### src/design/fbpa_pkg.sv
// Shared constants and types for the fixed block pool allocator.
// No dependencies; compile first.
`timescale 1ns / 1ps
`default_nettype none
package fbpa_pkg;

   localparam int MAX_ITEMS = 64;
   localparam int IDX_W     = (MAX_ITEMS > 1) ? $clog2(MAX_ITEMS) : 1;
   localparam int ADDR_W    = 32;
   localparam int SIZE_W    = 17;
   localparam int CNT_W     = 7;
   localparam int STAT_W    = 2;
   localparam int CSR_IDX_W = 2;
   localparam int DIV_W     = SIZE_W + ((IDX_W > CNT_W) ? IDX_W : CNT_W);
   localparam int K_W       = $clog2(IDX_W + 1);

   typedef logic [STAT_W-1:0]    status_type;
   typedef logic [ADDR_W-1:0]    addr_type;
   typedef logic [SIZE_W-1:0]    size_type;
   typedef logic [CNT_W-1:0]     cnt_type;
   typedef logic [IDX_W-1:0]     idx_type;
   typedef logic [CSR_IDX_W-1:0] csr_idx_type;

   localparam status_type ST_OK     = 2'd0;
   localparam status_type ST_FULL   = 2'd1;
   localparam status_type ST_RANGE  = 2'd2;
   localparam status_type ST_DOUBLE = 2'd3;

   localparam logic REQ_ALLOC = 1'b0;
   localparam logic REQ_FREE  = 1'b1;

   localparam csr_idx_type REG_BASE  = 2'd0;
   localparam csr_idx_type REG_SIZE  = 2'd1;
   localparam csr_idx_type REG_ITEMS = 2'd2;

   localparam addr_type RST_BASE  = '0;
   localparam size_type RST_SIZE  = 17'd2048;
   localparam cnt_type  RST_ITEMS = 7'd64;

endpackage
`default_nettype wire

### src/design/fbpa_req_if.sv
// Request channel: valid/ready handshake carrying one allocate or free beat.
// Depends on fbpa_pkg.
`timescale 1ns / 1ps
`default_nettype none
interface fbpa_req_if;
   import fbpa_pkg::*;

   logic     valid;
   logic     ready;
   logic     req_type;
   addr_type free_address;

   modport source (output valid, output req_type, output free_address, input ready);
   modport sink   (input valid, input req_type, input free_address, output ready);
endinterface
`default_nettype wire

### src/design/fbpa_rsp_if.sv
// Response channel: valid/ready handshake carrying one result beat.
// Depends on fbpa_pkg.
`timescale 1ns / 1ps
`default_nettype none
interface fbpa_rsp_if;
   import fbpa_pkg::*;

   logic       valid;
   logic       ready;
   status_type status;
   addr_type   block_address;
   addr_type   alloc_total;
   addr_type   free_total;
   cnt_type    blocks_outstanding;

   modport source (output valid, output status, output block_address, output alloc_total,
                   output free_total, output blocks_outstanding, input ready);
   modport sink   (input valid, input status, input block_address, input alloc_total,
                   input free_total, input blocks_outstanding, output ready);
endinterface
`default_nettype wire

### src/design/fixed_block_pool_allocator.sv
// Fixed block pool allocator: FIFO free list in a link RAM, serial index divider.
// Depends on fbpa_pkg, fbpa_req_if, fbpa_rsp_if.
//
//   channel   dir   handshake            payload
//   req_chan  in    valid/ready          req_type, free_address
//   rsp_chan  out   valid/ready          status, block_address, counters
//   csr_*     in    csr_wr_en            csr_index, csr_wdata
//
// Allocate: check with link RAM read, then update; the check alone answers when
// the pool is full. Free: check, range, one quotient bit per cycle, update; the
// range step answers when the address is out of range.
// Reset and a write to the base, size or item-count register rebuild the list at once through per-entry flags.
// A new request is taken while a result waits; a finishing step holds while
// the result register is still full.
`timescale 1ns / 1ps
`default_nettype none
module fixed_block_pool_allocator (
   input  wire                       clock,
   input  wire                       reset,
   fbpa_req_if.sink                  req_chan,
   fbpa_rsp_if.source                rsp_chan,
   input  wire                       csr_wr_en,
   input  wire fbpa_pkg::csr_idx_type csr_index,
   input  wire fbpa_pkg::addr_type   csr_wdata
);
   import fbpa_pkg::*;

   localparam logic [2:0] S_IDLE  = 3'd0;
   localparam logic [2:0] S_CHK   = 3'd1;
   localparam logic [2:0] S_ALOC  = 3'd2;
   localparam logic [2:0] S_RANGE = 3'd3;
   localparam logic [2:0] S_DIV   = 3'd4;
   localparam logic [2:0] S_UPD   = 3'd5;

   function automatic cnt_type eff_count(input cnt_type raw);
      if (raw == '0) return CNT_W'(1);
      if (32'(raw) > MAX_ITEMS) return CNT_W'(MAX_ITEMS);
      return raw;
   endfunction

   logic [2:0] state_ff, state_in;
   addr_type   base_ff, base_in;
   size_type   size_ff, size_in;
   cnt_type    items_ff, items_in;

   idx_type                head_ff, head_in;
   idx_type                tail_ff, tail_in;
   logic                   empty_ff, empty_in;
   logic [MAX_ITEMS-1:0]   in_use_ff, in_use_in;
   logic [MAX_ITEMS-1:0]   link_vld_ff, link_vld_in;
   addr_type               alloc_cnt_ff, alloc_cnt_in;
   addr_type               free_cnt_ff, free_cnt_in;
   cnt_type                outs_ff, outs_in;

   logic                   type_ff, type_in;
   addr_type               addr_ff, addr_in;
   logic [IDX_W+SIZE_W-1:0] prod_ff, prod_in;
   logic [SIZE_W+CNT_W-1:0] span_ff, span_in;
   logic [ADDR_W:0]        off_ff, off_in;
   logic [DIV_W-1:0]       rem_ff, rem_in;
   idx_type                quo_ff, quo_in;
   logic [K_W-1:0]         k_ff, k_in;

   logic                   rsp_vld_ff, rsp_vld_in;
   status_type             rsp_status_ff, rsp_status_in;
   addr_type               rsp_addr_ff, rsp_addr_in;
   addr_type               rsp_alloc_ff;
   addr_type               rsp_free_ff;
   cnt_type                rsp_outs_ff;
   logic                   finish;

   idx_type                link_mem [MAX_ITEMS];
   idx_type                link_q_ff;
   logic                   link_re, link_we;
   idx_type                link_wa, link_wd;

   size_type               size_eff;
   cnt_type                cnt_eff;
   cnt_type                cnt_new;
   logic                   out_free;
   logic [IDX_W:0]         head_p1;
   idx_type                head_next;
   logic [DIV_W-1:0]       div_sh;
   logic [DIV_W:0]         div_trial;
   logic                   div_ge;

   assign size_eff  = (size_ff == '0) ? SIZE_W'(1) : size_ff;
   assign cnt_eff   = eff_count(items_ff);
   assign out_free  = !rsp_vld_ff || rsp_chan.ready;
   assign head_p1   = {1'b0, head_ff} + (IDX_W+1)'(1);
   assign head_next = link_vld_ff[head_ff] ? link_q_ff :
                      ((32'(head_p1) < 32'(cnt_eff)) ? IDX_W'(head_p1) : '0);
   assign div_sh    = DIV_W'(size_eff) << k_ff;
   assign div_trial = {1'b0, rem_ff} - {1'b0, div_sh};
   assign div_ge    = !div_trial[DIV_W];
   assign cnt_new   = eff_count((csr_index == REG_ITEMS) ? csr_wdata[CNT_W-1:0] : items_ff);

   assign req_chan.ready              = (state_ff == S_IDLE);
   assign rsp_chan.valid              = rsp_vld_ff;
   assign rsp_chan.status             = rsp_status_ff;
   assign rsp_chan.block_address      = rsp_addr_ff;
   assign rsp_chan.alloc_total        = rsp_alloc_ff;
   assign rsp_chan.free_total         = rsp_free_ff;
   assign rsp_chan.blocks_outstanding = rsp_outs_ff;

   always_comb begin
      state_in      = state_ff;
      base_in       = base_ff;
      size_in       = size_ff;
      items_in      = items_ff;
      head_in       = head_ff;
      tail_in       = tail_ff;
      empty_in      = empty_ff;
      in_use_in     = in_use_ff;
      link_vld_in   = link_vld_ff;
      alloc_cnt_in  = alloc_cnt_ff;
      free_cnt_in   = free_cnt_ff;
      outs_in       = outs_ff;
      type_in       = type_ff;
      addr_in       = addr_ff;
      prod_in       = prod_ff;
      span_in       = span_ff;
      off_in        = off_ff;
      rem_in        = rem_ff;
      quo_in        = quo_ff;
      k_in          = k_ff;
      rsp_vld_in    = rsp_vld_ff && !rsp_chan.ready;
      rsp_status_in = ST_OK;
      rsp_addr_in   = '0;
      finish        = 1'b0;
      link_re       = 1'b0;
      link_we       = 1'b0;
      link_wa       = tail_ff;
      link_wd       = quo_ff;

      case (state_ff)
         S_IDLE: begin
            if (req_chan.valid) begin
               type_in  = req_chan.req_type;
               addr_in  = req_chan.free_address;
               state_in = S_CHK;
            end
         end
         S_CHK: begin
            if (type_ff == REQ_ALLOC) begin
               if (empty_ff) begin
                  if (out_free) begin
                     finish        = 1'b1;
                     rsp_status_in = ST_FULL;
                     state_in      = S_IDLE;
                  end
               end else begin
                  prod_in  = head_ff * size_eff;
                  link_re  = 1'b1;
                  state_in = S_ALOC;
               end
            end else begin
               span_in  = size_eff * cnt_eff;
               off_in   = {1'b0, addr_ff} - {1'b0, base_ff};
               state_in = S_RANGE;
            end
         end
         S_ALOC: begin
            if (out_free) begin
               finish             = 1'b1;
               rsp_addr_in        = ADDR_W'(base_ff + ADDR_W'(prod_ff));
               in_use_in[head_ff] = 1'b1;
               if (head_ff == tail_ff) begin
                  empty_in = 1'b1;
               end else begin
                  head_in = head_next;
               end
               alloc_cnt_in = alloc_cnt_ff + ADDR_W'(1);
               outs_in      = outs_ff + CNT_W'(1);
               state_in     = S_IDLE;
            end
         end
         S_RANGE: begin
            if (off_ff[ADDR_W] || (off_ff[ADDR_W-1:0] >= ADDR_W'(span_ff))) begin
               if (out_free) begin
                  finish        = 1'b1;
                  rsp_status_in = ST_RANGE;
                  state_in      = S_IDLE;
               end
            end else begin
               rem_in   = DIV_W'(off_ff);
               quo_in   = '0;
               k_in     = K_W'(IDX_W - 1);
               state_in = S_DIV;
            end
         end
         S_DIV: begin
            if (div_ge) begin
               rem_in = div_trial[DIV_W-1:0];
            end
            quo_in = IDX_W'({quo_ff, div_ge});
            if (k_ff == '0) begin
               state_in = S_UPD;
            end else begin
               k_in = k_ff - K_W'(1);
            end
         end
         S_UPD: begin
            if (out_free) begin
               finish   = 1'b1;
               state_in = S_IDLE;
               if (!in_use_ff[quo_ff]) begin
                  rsp_status_in = ST_DOUBLE;
               end else begin
                  in_use_in[quo_ff] = 1'b0;
                  if (empty_ff) begin
                     head_in  = quo_ff;
                     empty_in = 1'b0;
                  end else begin
                     link_we              = 1'b1;
                     link_vld_in[tail_ff] = 1'b1;
                  end
                  tail_in     = quo_ff;
                  free_cnt_in = free_cnt_ff + ADDR_W'(1);
                  outs_in     = outs_ff - CNT_W'(1);
               end
            end
         end
         default: begin
            state_in = S_IDLE;
         end
      endcase

      if (finish) begin
         rsp_vld_in = 1'b1;
      end

      if (csr_wr_en && (csr_index == REG_BASE || csr_index == REG_SIZE ||
                        csr_index == REG_ITEMS)) begin
         case (csr_index)
            REG_BASE:  base_in  = csr_wdata;
            REG_SIZE:  size_in  = csr_wdata[SIZE_W-1:0];
            REG_ITEMS: items_in = csr_wdata[CNT_W-1:0];
            default:   base_in  = base_ff;
         endcase
         head_in     = '0;
         tail_in     = IDX_W'(cnt_new - CNT_W'(1));
         empty_in    = 1'b0;
         in_use_in   = '0;
         link_vld_in = '0;
         outs_in     = '0;
      end
   end

   always_ff @(posedge clock) begin
      if (link_we) begin
         link_mem[link_wa] <= link_wd;
      end
      if (link_re) begin
         link_q_ff <= link_mem[head_ff];
      end
   end

   always_ff @(posedge clock) begin
      if (reset) begin
         state_ff     <= S_IDLE;
         base_ff      <= RST_BASE;
         size_ff      <= RST_SIZE;
         items_ff     <= RST_ITEMS;
         head_ff      <= '0;
         tail_ff      <= IDX_W'(eff_count(RST_ITEMS) - CNT_W'(1));
         empty_ff     <= 1'b0;
         in_use_ff    <= '0;
         link_vld_ff  <= '0;
         alloc_cnt_ff <= '0;
         free_cnt_ff  <= '0;
         outs_ff      <= '0;
         rsp_vld_ff   <= 1'b0;
      end else begin
         state_ff     <= state_in;
         base_ff      <= base_in;
         size_ff      <= size_in;
         items_ff     <= items_in;
         head_ff      <= head_in;
         tail_ff      <= tail_in;
         empty_ff     <= empty_in;
         in_use_ff    <= in_use_in;
         link_vld_ff  <= link_vld_in;
         alloc_cnt_ff <= alloc_cnt_in;
         free_cnt_ff  <= free_cnt_in;
         outs_ff      <= outs_in;
         rsp_vld_ff   <= rsp_vld_in;
      end
   end

   always_ff @(posedge clock) begin
      type_ff <= type_in;
      addr_ff <= addr_in;
      prod_ff <= prod_in;
      span_ff <= span_in;
      off_ff  <= off_in;
      rem_ff  <= rem_in;
      quo_ff  <= quo_in;
      k_ff    <= k_in;
      if (finish) begin
         rsp_status_ff <= rsp_status_in;
         rsp_addr_ff   <= rsp_addr_in;
         rsp_alloc_ff  <= alloc_cnt_in;
         rsp_free_ff   <= free_cnt_in;
         rsp_outs_ff   <= outs_in;
      end
   end

endmodule
`default_nettype wire

### src/flat_wrapper.sv
// flat-port wrapper written by rule: the top's interface ports become plain ports
module fixed_block_pool_allocator_flat import fbpa_pkg::*;
  (clock, reset, csr_wr_en, csr_index, csr_wdata, req_chan_valid, req_chan_req_type, req_chan_free_address, req_chan_ready, rsp_chan_valid, rsp_chan_status, rsp_chan_block_address, rsp_chan_alloc_total, rsp_chan_free_total, rsp_chan_blocks_outstanding, rsp_chan_ready);
  fbpa_req_if req_chan_i ();
  fbpa_rsp_if rsp_chan_i ();
  input  wire clock;
  input  wire reset;
  input  wire csr_wr_en;
  input  wire fbpa_pkg::csr_idx_type csr_index;
  input  wire fbpa_pkg::addr_type csr_wdata;
  input wire logic [$bits(req_chan_i.valid)-1:0] req_chan_valid;
  input wire logic [$bits(req_chan_i.req_type)-1:0] req_chan_req_type;
  input wire logic [$bits(req_chan_i.free_address)-1:0] req_chan_free_address;
  output wire logic [$bits(req_chan_i.ready)-1:0] req_chan_ready;
  output wire logic [$bits(rsp_chan_i.valid)-1:0] rsp_chan_valid;
  output wire logic [$bits(rsp_chan_i.status)-1:0] rsp_chan_status;
  output wire logic [$bits(rsp_chan_i.block_address)-1:0] rsp_chan_block_address;
  output wire logic [$bits(rsp_chan_i.alloc_total)-1:0] rsp_chan_alloc_total;
  output wire logic [$bits(rsp_chan_i.free_total)-1:0] rsp_chan_free_total;
  output wire logic [$bits(rsp_chan_i.blocks_outstanding)-1:0] rsp_chan_blocks_outstanding;
  input wire logic [$bits(rsp_chan_i.ready)-1:0] rsp_chan_ready;
  assign req_chan_i.valid = req_chan_valid;
  assign req_chan_i.req_type = req_chan_req_type;
  assign req_chan_i.free_address = req_chan_free_address;
  assign req_chan_ready = req_chan_i.ready;
  assign rsp_chan_valid = rsp_chan_i.valid;
  assign rsp_chan_status = rsp_chan_i.status;
  assign rsp_chan_block_address = rsp_chan_i.block_address;
  assign rsp_chan_alloc_total = rsp_chan_i.alloc_total;
  assign rsp_chan_free_total = rsp_chan_i.free_total;
  assign rsp_chan_blocks_outstanding = rsp_chan_i.blocks_outstanding;
  assign rsp_chan_i.ready = rsp_chan_ready;
  fixed_block_pool_allocator u_core (.clock(clock), .reset(reset), .req_chan(req_chan_i), .rsp_chan(rsp_chan_i), .csr_wr_en(csr_wr_en), .csr_index(csr_index), .csr_wdata(csr_wdata));
endmodule
### config.mk
export PLATFORM = sky130hd
export DESIGN_NAME = fixed_block_pool_allocator_flat
export DESIGN_NICKNAME = d
export VERILOG_FILES = /design/src/design/fbpa_pkg.sv /design/src/design/fbpa_req_if.sv /design/src/design/fbpa_rsp_if.sv /design/src/design/fixed_block_pool_allocator.sv /design/src/flat_wrapper.sv
export SDC_FILE = /design/constraint.sdc
export NUM_CORES = 2
export LEC_CHECK = 0
export ABC_CLOCK_PERIOD_IN_PS = 22100
export BUFFER_PORTS_ARGS = -buffer_cell sky130_fd_sc_hd__buf_2
export CAP_MARGIN = 15
export CORE_MARGIN = 2
export CORE_UTILIZATION = 57
export CTS_BUF_LIST = sky130_fd_sc_hd__clkbuf_4 sky130_fd_sc_hd__clkbuf_8
export CTS_CLUSTER_SIZE = 16
export DETAILED_ROUTE_END_ITERATION = 7
export GPL_TIMING_DRIVEN = 0
export PLACE_DENSITY = 0.72
export SKIP_LAST_GASP = 1
export SYNTH_ARGS = -nofsm -noshare
export SYNTH_HDL_FRONTEND = slang
export SYNTH_SLANG_ARGS = --single-unit
### constraint.sdc
create_clock -name clock -period 22.1 [get_ports clock]
set_input_delay 3.315 -clock clock [delete_from_list [all_inputs] [get_ports clock]]
set_output_delay 3.315 -clock clock [all_outputs]
set_load 0.05 [all_outputs]
# After elaboration in Yosys (flattened, before gate mapping)
# Memory sizes are Yosys's and may differ from the RTL's. A register that Yosys moved wholly into a read port is not among the register bits.
# Index checks and enable logic that the tools add are counted.
[totals] register_bits=523 ramBits=384 out_inout_bits=107 memories=1
[op_classes] add_sub_neg=10 multipliers=2 order_cmp=10 n_eq_ne=19 shifts=1 n_mux=94 bitwise_logic=6 reduce_logical=40
[mem_list] name="u_core.link_mem" depth=64 word_bits=6 read_ports=1 rd_ports_with_merged_regs=1 wr=1 line="fixed_block_pool_allocator.sv:72" text="idx_type link_mem [MAX_ITEMS];"
[ops] op="$mux 64" count=3
[ops] op="$mux 32" count=5
[ops] op="$or 64x64->64" count=2
[ops] op="$pmux 64 s2" count=1
[ops] op="$mux 6" count=16
[ops] op="$add 32x1->32 const B" count=2
[ops] op="$and 64x64->64" count=1
[ops] op="$not 64->64" count=1
[ops] op="$mux 7" count=9
[ops] op="$mux 24" count=2
[ops] op="$pmux 24 s2" count=1
[ops] op="$sub 32x32->33" count=1
[ops] op="$add 32x23->32" count=1
[ops] op="$ge 32x24->1" count=1
[ops] op="$mux 1" count=29
[ops] op="$sub 24x24->25" count=1
[ops] op="$mul 17x7->24" count=1
[ops] op="$mux 3" count=8
[ops] op="$pmux 6 s2" count=2
[ops] op="$shl 17x3->24" count=1
[ops] op="$mul 6x17->23" count=1
[ops] op="$lt 6x7->1 const B" count=3
[ops] op="$demux 1 s6" count=3
[ops] op="$ge 6x1->1 const B" count=3
[ops] op="39 further kinds" count=84

# Depth between registers and ports, before layout
[logic_depth] word_depth=11 ltp_mapped=23

# Least setup slack after synthesis
# Ideal clock, no wire load.
[synth_timing] path_kind="input -> register" startpoint="input rsp_chan_ready" endpoint="register u_core.rsp_alloc_ff[0] (netlist: u_core.rsp_chan.alloc_total[0]), enable pin" setup_ps=603 arrival_time_ps=8628 slack_ps=12868 stages=3 path_buffers=1 cell_sequence="nor2b_1 -> clkbuf_1 -> a21oi_1"
[synth_between] elab_chain_len=5 word_cells_on_any_way=6 cone_classes="5 x mux; 1 x reduce/logical"
[synth_lines] item="start, declared" line="flat_wrapper.sv:21" text="input wire logic [$bits(rsp_chan_i.ready)-1:0] rsp_chan_ready;"
[synth_lines] item="$logic_or 1x1->1 (*)" line="fixed_block_pool_allocator.sv:89" text="assign out_free = !rsp_vld_ff || rsp_chan.ready;"
[synth_lines] item="$mux 1 (*)"
[synth_lines] item="$mux 1" line="fixed_block_pool_allocator.sv:146" text="if (empty_ff) begin"
[synth_lines] item="$mux 1" line="fixed_block_pool_allocator.sv:145" text="if (type_ff == REQ_ALLOC) begin"
[synth_lines] item="$pmux 1 s3 (*)" line="fixed_block_pool_allocator.sv:136" text="case (state_ff)"
[synth_lines] item="named net u_core.finish" line="fixed_block_pool_allocator.sv:70" text="logic finish;"
[synth_lines] item="end signal, assigned" line="fixed_block_pool_allocator.sv:303" text="rsp_alloc_ff <= alloc_cnt_in;"
[synth_lines] item="end, declared" line="fixed_block_pool_allocator.sv:67" text="addr_type rsp_alloc_ff;"
# The timed path passes the listed nets; every way through them passes the cells marked *.
# A chain may end at the register's enable or synchronous reset.

# Worst setup path after layout
[layout_timing] startpoint="register u_core.size_ff[10]" endpoint="register u_core.span_ff[23], data pin"
[layout_between] elab_chain_len=3
[layout_lines] item="start, declared" line="fixed_block_pool_allocator.sv:43" text="size_type size_ff, size_in;"
[layout_lines] item="start signal, assigned" line="fixed_block_pool_allocator.sv:277" text="size_ff <= size_in;"
[layout_lines] item="$logic_not 17->1" line="fixed_block_pool_allocator.sv:87" text="assign size_eff = (size_ff == '0) ? SIZE_W'(1) : size_ff;"
[layout_lines] item="$mux 17 (*)" line="fixed_block_pool_allocator.sv:87"
[layout_lines] item="$mul 17x7->24 (*)" line="fixed_block_pool_allocator.sv:158" text="span_in = size_eff * cnt_eff;"
[layout_lines] item="end signal, assigned" line="fixed_block_pool_allocator.sv:295" text="span_ff <= span_in;"
[layout_lines] item="end, declared" line="fixed_block_pool_allocator.sv:58" text="logic [SIZE_W+CNT_W-1:0] span_ff, span_in;"
# Every way passes the cells marked *; elsewhere a longest branch is shown, timed or not.

==> impl_metrics.json <==
{
  "status": "finished, final reports clean",
  "slew_headroom": 0.132,
  "clock_sinks": 913,
  "dp_hpwl_um": 101000,
  "cts_resized": 0,
  "drive_gt1_frac": 0.123,
  "antenna_left": 0,
  "io_pins": 179,
  "crit_chain": "clkbuf_1 > nor4_1 > a41oi_1 > clkbuf_1 > nand2b_1 > fa_1 > fa_1 > inv_1 > fa_1 > inv_1 > fa_1 > inv_1 > ha_1 > nor2b_1 > a31oi_1 > a211o_1 > o21ai_0 > a211oi_1 > o211ai_1 > nand2_1 > xnor2_1",
  "die_h_um": 290,
  "worst_setup_path_start_kind": "flip-flop",
  "ys_ff_latch": 913,
  "syn_inst": 4148,
  "timing.fmax_mhz": 134,
  "finalSetupViolations": 0,
  "slowest_stage": "a41oi_1",
  "hp-start": "u_core.link_vld_ff[49]$_SDFFE_PP0P_",
  "drt_iter0_markers": 4388,
  "io_buffers": 178,
  "nNetsFinal": 4909,
  "synth_cell_types": 85,
  "worst_pin_slew_ns": 1.29,
  "worstPathRequired_ns": 22.64,
  "start_util": 0.573,
  "power_density_mw_per_mm2": 71.2,
  "ys.flop_type": "edfxtp_1",
  "grt_usage": 0.328,
  "finalPower_uw": 3770,
  "post-cts-setup-buffers": 0,
  "period_minus_slack_ns": 7.46,
  "hold_viol": 0,
  "synth_nets": 4548,
  "clk_pin_slew_ns": 0.07,
  "core_area_mm2": 0.0816,
  "clock_path_buffers": 3,
  "p_leak_uw": 0.0199,
  "netlist_top_cells_area": "edfxtp_1 41%, dfxtp_1 12%, fa_1 5.9%",
  "synth_top_cell_area_share": 0.412,
  "hold_path_class": "reg -> reg",
  "final.setup.tns_ns": 0,
  "rows": 105,
  "cp.arrival_ns": 8.00,
  "cts_tree": "done",
  "insertion_delay_ns": 0.89,
  "ys_warn_count": 0,
  "seq_area_mm2": 0.0247,
  "multi_input_area_mm2": 0.0202,
  "worstReg2RegStart": "u_core.size_ff[10]$_SDFFE_PP0P_",
  "reg2regPathDepth": 21,
  "antenna_found_initial": 6,
  "setup.worst_path.class": "reg -> reg",
  "synth.yosys.seq_area_share": 0.528,
  "grt_start_max_net_pins": 37,
  "crit_top_cell": "fa_1",
  "hold_depth": 2,
  "synth_area_mm2": 0.0468,
  "skew_ns": 0.0722,
  "die_x_um": 290,
  "dieArea_mm2": 0.0843,
  "post-route-period-util": 0.338,
  "async_flop_share": 0,
  "max_cap_violations": 0,
  "routed_wl_um": 139000,
  "grt_pass1_vias": 33700,
  "grt_pass1_wl_um": 208000,
  "synth.avg_cell_area_um2": 11.3,
  "wl_per_cell_um": 24.3,
  "syn_to_final_growth_pct": 13.2,
  "yosysTopAreaCell": "edfxtp_1",
  "crit_path_end_kind": "flip-flop",
  "clockRootBuffer": "clkbuf_8",
  "htreeDepth": 4,
  "ff2ff_setup_slack_ns": 14.64,
  "hold_path_end": "u_core.link_vld_ff[49]$_SDFFE_PP0P_",
  "synth_edf_count": 641,
  "nFillCells": 6329,
  "cp_max_fo": 10,
  "cp-startpoint": "u_core.size_ff[10]$_SDFFE_PP0P_",
  "cts_buffers": 150,
  "rsz0062_at_grt": "no",
  "via_per_inst": 6.20,
  "cts_hold_buffers": 0,
  "critical-path-max-stage-delay_ns": 0.83,
  "dr.pass1.iters": 6,
  "r2r_end": "u_core.span_ff[23]$_DFFE_PP_",
  "slew_viol_final": 0,
  "grt-ovfl-total": 0,
  "drc": 0,
  "gp_congestion": 0.999,
  "peakVddDrop_v": 0.0000707,
  "vias": 35400
}
-- cell type report --
class,instances,share of cell area
Inverter,256,0.0181
Buffer,217,0.0170
Multi-Input combinational cell,2762,0.382
Tap cell,1070,0.0253
Sequential cell,913,0.466
Antenna cell,7,0.000331
Clock buffer,227,0.0514
Timing Repair Buffer,209,0.0276
Clock inverter,52,0.0116
-- routing by layer --
metal / share of wire / vias up / global-route usage / wire length [µm]
li1: - / 15800 / - / -
met1: 0.41 / 17200 / 0.470 / 56500
met2: 0.44 / 2089 / 0.483 / 60700
met3: 0.12 / 346 / 0.0766 / 16100
met4: 0.040 / 6 / 0.133 / 5610
met5: 0.00030 / - / 0 / 41
-- how the worst max path moves through the flow --
| stage | to | depth (start not counted) |
|---|---|---|
| floorplan | u_core.rsp_chan.alloc_total[0]$_DFFE_PP_ | 3 |
| global placement | u_core.rsp_chan.free_total[10]$_DFFE_PP_ | 4 |
| detailed placement | u_core.span_ff[23]$_DFFE_PP_ | 21 |
| CTS | u_core.span_ff[23]$_DFFE_PP_ | 21 |
| global route | u_core.span_ff[23]$_DFFE_PP_ | 21 |
| finish | u_core.span_ff[23]$_DFFE_PP_ | 21 |
-- kinds of logic (layout without fill, tap and decap cells) --
logic type	count (synthesis)	in the layout	share of synthesized area
flip-flops	913	913	0.528
AO/OA/AOI/OAI	952	952	0.136
adder cells (fa/ha/maj)	328	328	0.110
multiplexers	86	86	0.0229
buffers and inverters	473	961	0.0398
other	0	7	0
AND/OR/NAND/NOR	1216	1216	0.129
XOR/XNOR	180	180	0.0337
-- report_power, final --
part,internal [µW],switching (µW),leakage (µW)
Sequential,1850,22.0,0.00801
Combinational,78.7,180,0.0102
Clock,910,729,0.00176
-- state kept, by name, summed over array words and instances (netlist names), 32 cells and up --
register	count
u_core.alloc_cnt_ff	32
u_core.free_cnt_ff	32
u_core.in_use_ff	64
u_core.link_mem	384
u_core.rsp_chan.block_address	32
u_core.addr_ff	32
u_core.rsp_chan.free_total	32
u_core.off_ff	33
u_core.base_ff	32
u_core.rsp_chan.alloc_total	32
u_core.link_vld_ff	64
-- cell usage in the layout (no fill, tap or decap), types with 15 or more instances in the layout --
master / instances
edfxtp_1: 641
nand2_1: 381
dfxtp_1: 272
inv_1: 255
nor2_1: 243
a21oi_1: 201
buf_2: 199
ha_1: 190
clkbuf_1: 176
clkbuf_8: 163
o21ai_0: 162
a22oi_1: 159
and2_1: 152
fa_1: 138
nor2b_1: 107
xnor2_1: 95
xor2_1: 85
o211ai_1: 80
nand3_1: 72
clkbuf_4: 64
a21o_1: 62
nor3_1: 53
mux2i_1: 53
a31oi_1: 46
a22o_1: 45
o21a_1: 41
a221oi_1: 34
nand4_1: 34
nor4_1: 32
nand2b_1: 29
and3_1: 25
a41oi_1: 18
mux2_2: 18
o21bai_1: 16
a211oi_1: 15
mux4_2: 15
buf_16: 15
-- stage by stage --
step                      instances  hold WS, ns  setup slack, ns  utilization  instance area, µm²
after floorplan                4148        0.420            12.87            -               46800
after global placement         5396        0.433            10.51        0.600               49000
after detailed placement       5425        0.446            14.74        0.608               49600
after CTS                      5704        0.460            14.79        0.649               52900
after global routing           5710        0.474            14.39        0.649               52900
final                          5713        0.464            14.64        0.649               52900
-- cells in the mapped netlist (all sizes together), types with 9 or more instances --
cell and n:
or2 9, xor2 85, fa 138, mux4 15
a31oi 46, mux2 18, nand3 72, buf 41
and2 158, a211oi 15, a41oi 18, inv 256
nand2b 29, mux2i 53, nand2 382, ha 190
a21oi 202, or3 12, o21a 41, a221oi 34
a21o 62, and3 25, o21ai 164, xnor2 95
nand3b 13, a22oi 159, nor4 39, nor2b 107
nor3b 11, clkbuf 176, o31ai 10, o211ai 80
nor3 54, nand4 34, o21bai 16, dfxtp 272
nor2 244, a22o 45, edfxtp 641
-- worst max-delay path, delay by kind of cell (launching register included) --
kind            cells  cell delay, ns
flops               1            0.31
compound gates      6            1.94
fa+ha+maj           5            2.41
xor+xnor            1            0.56
buf+inv             5            1.32
simple gates        4            0.61
(Power assumes the default switching activity.)
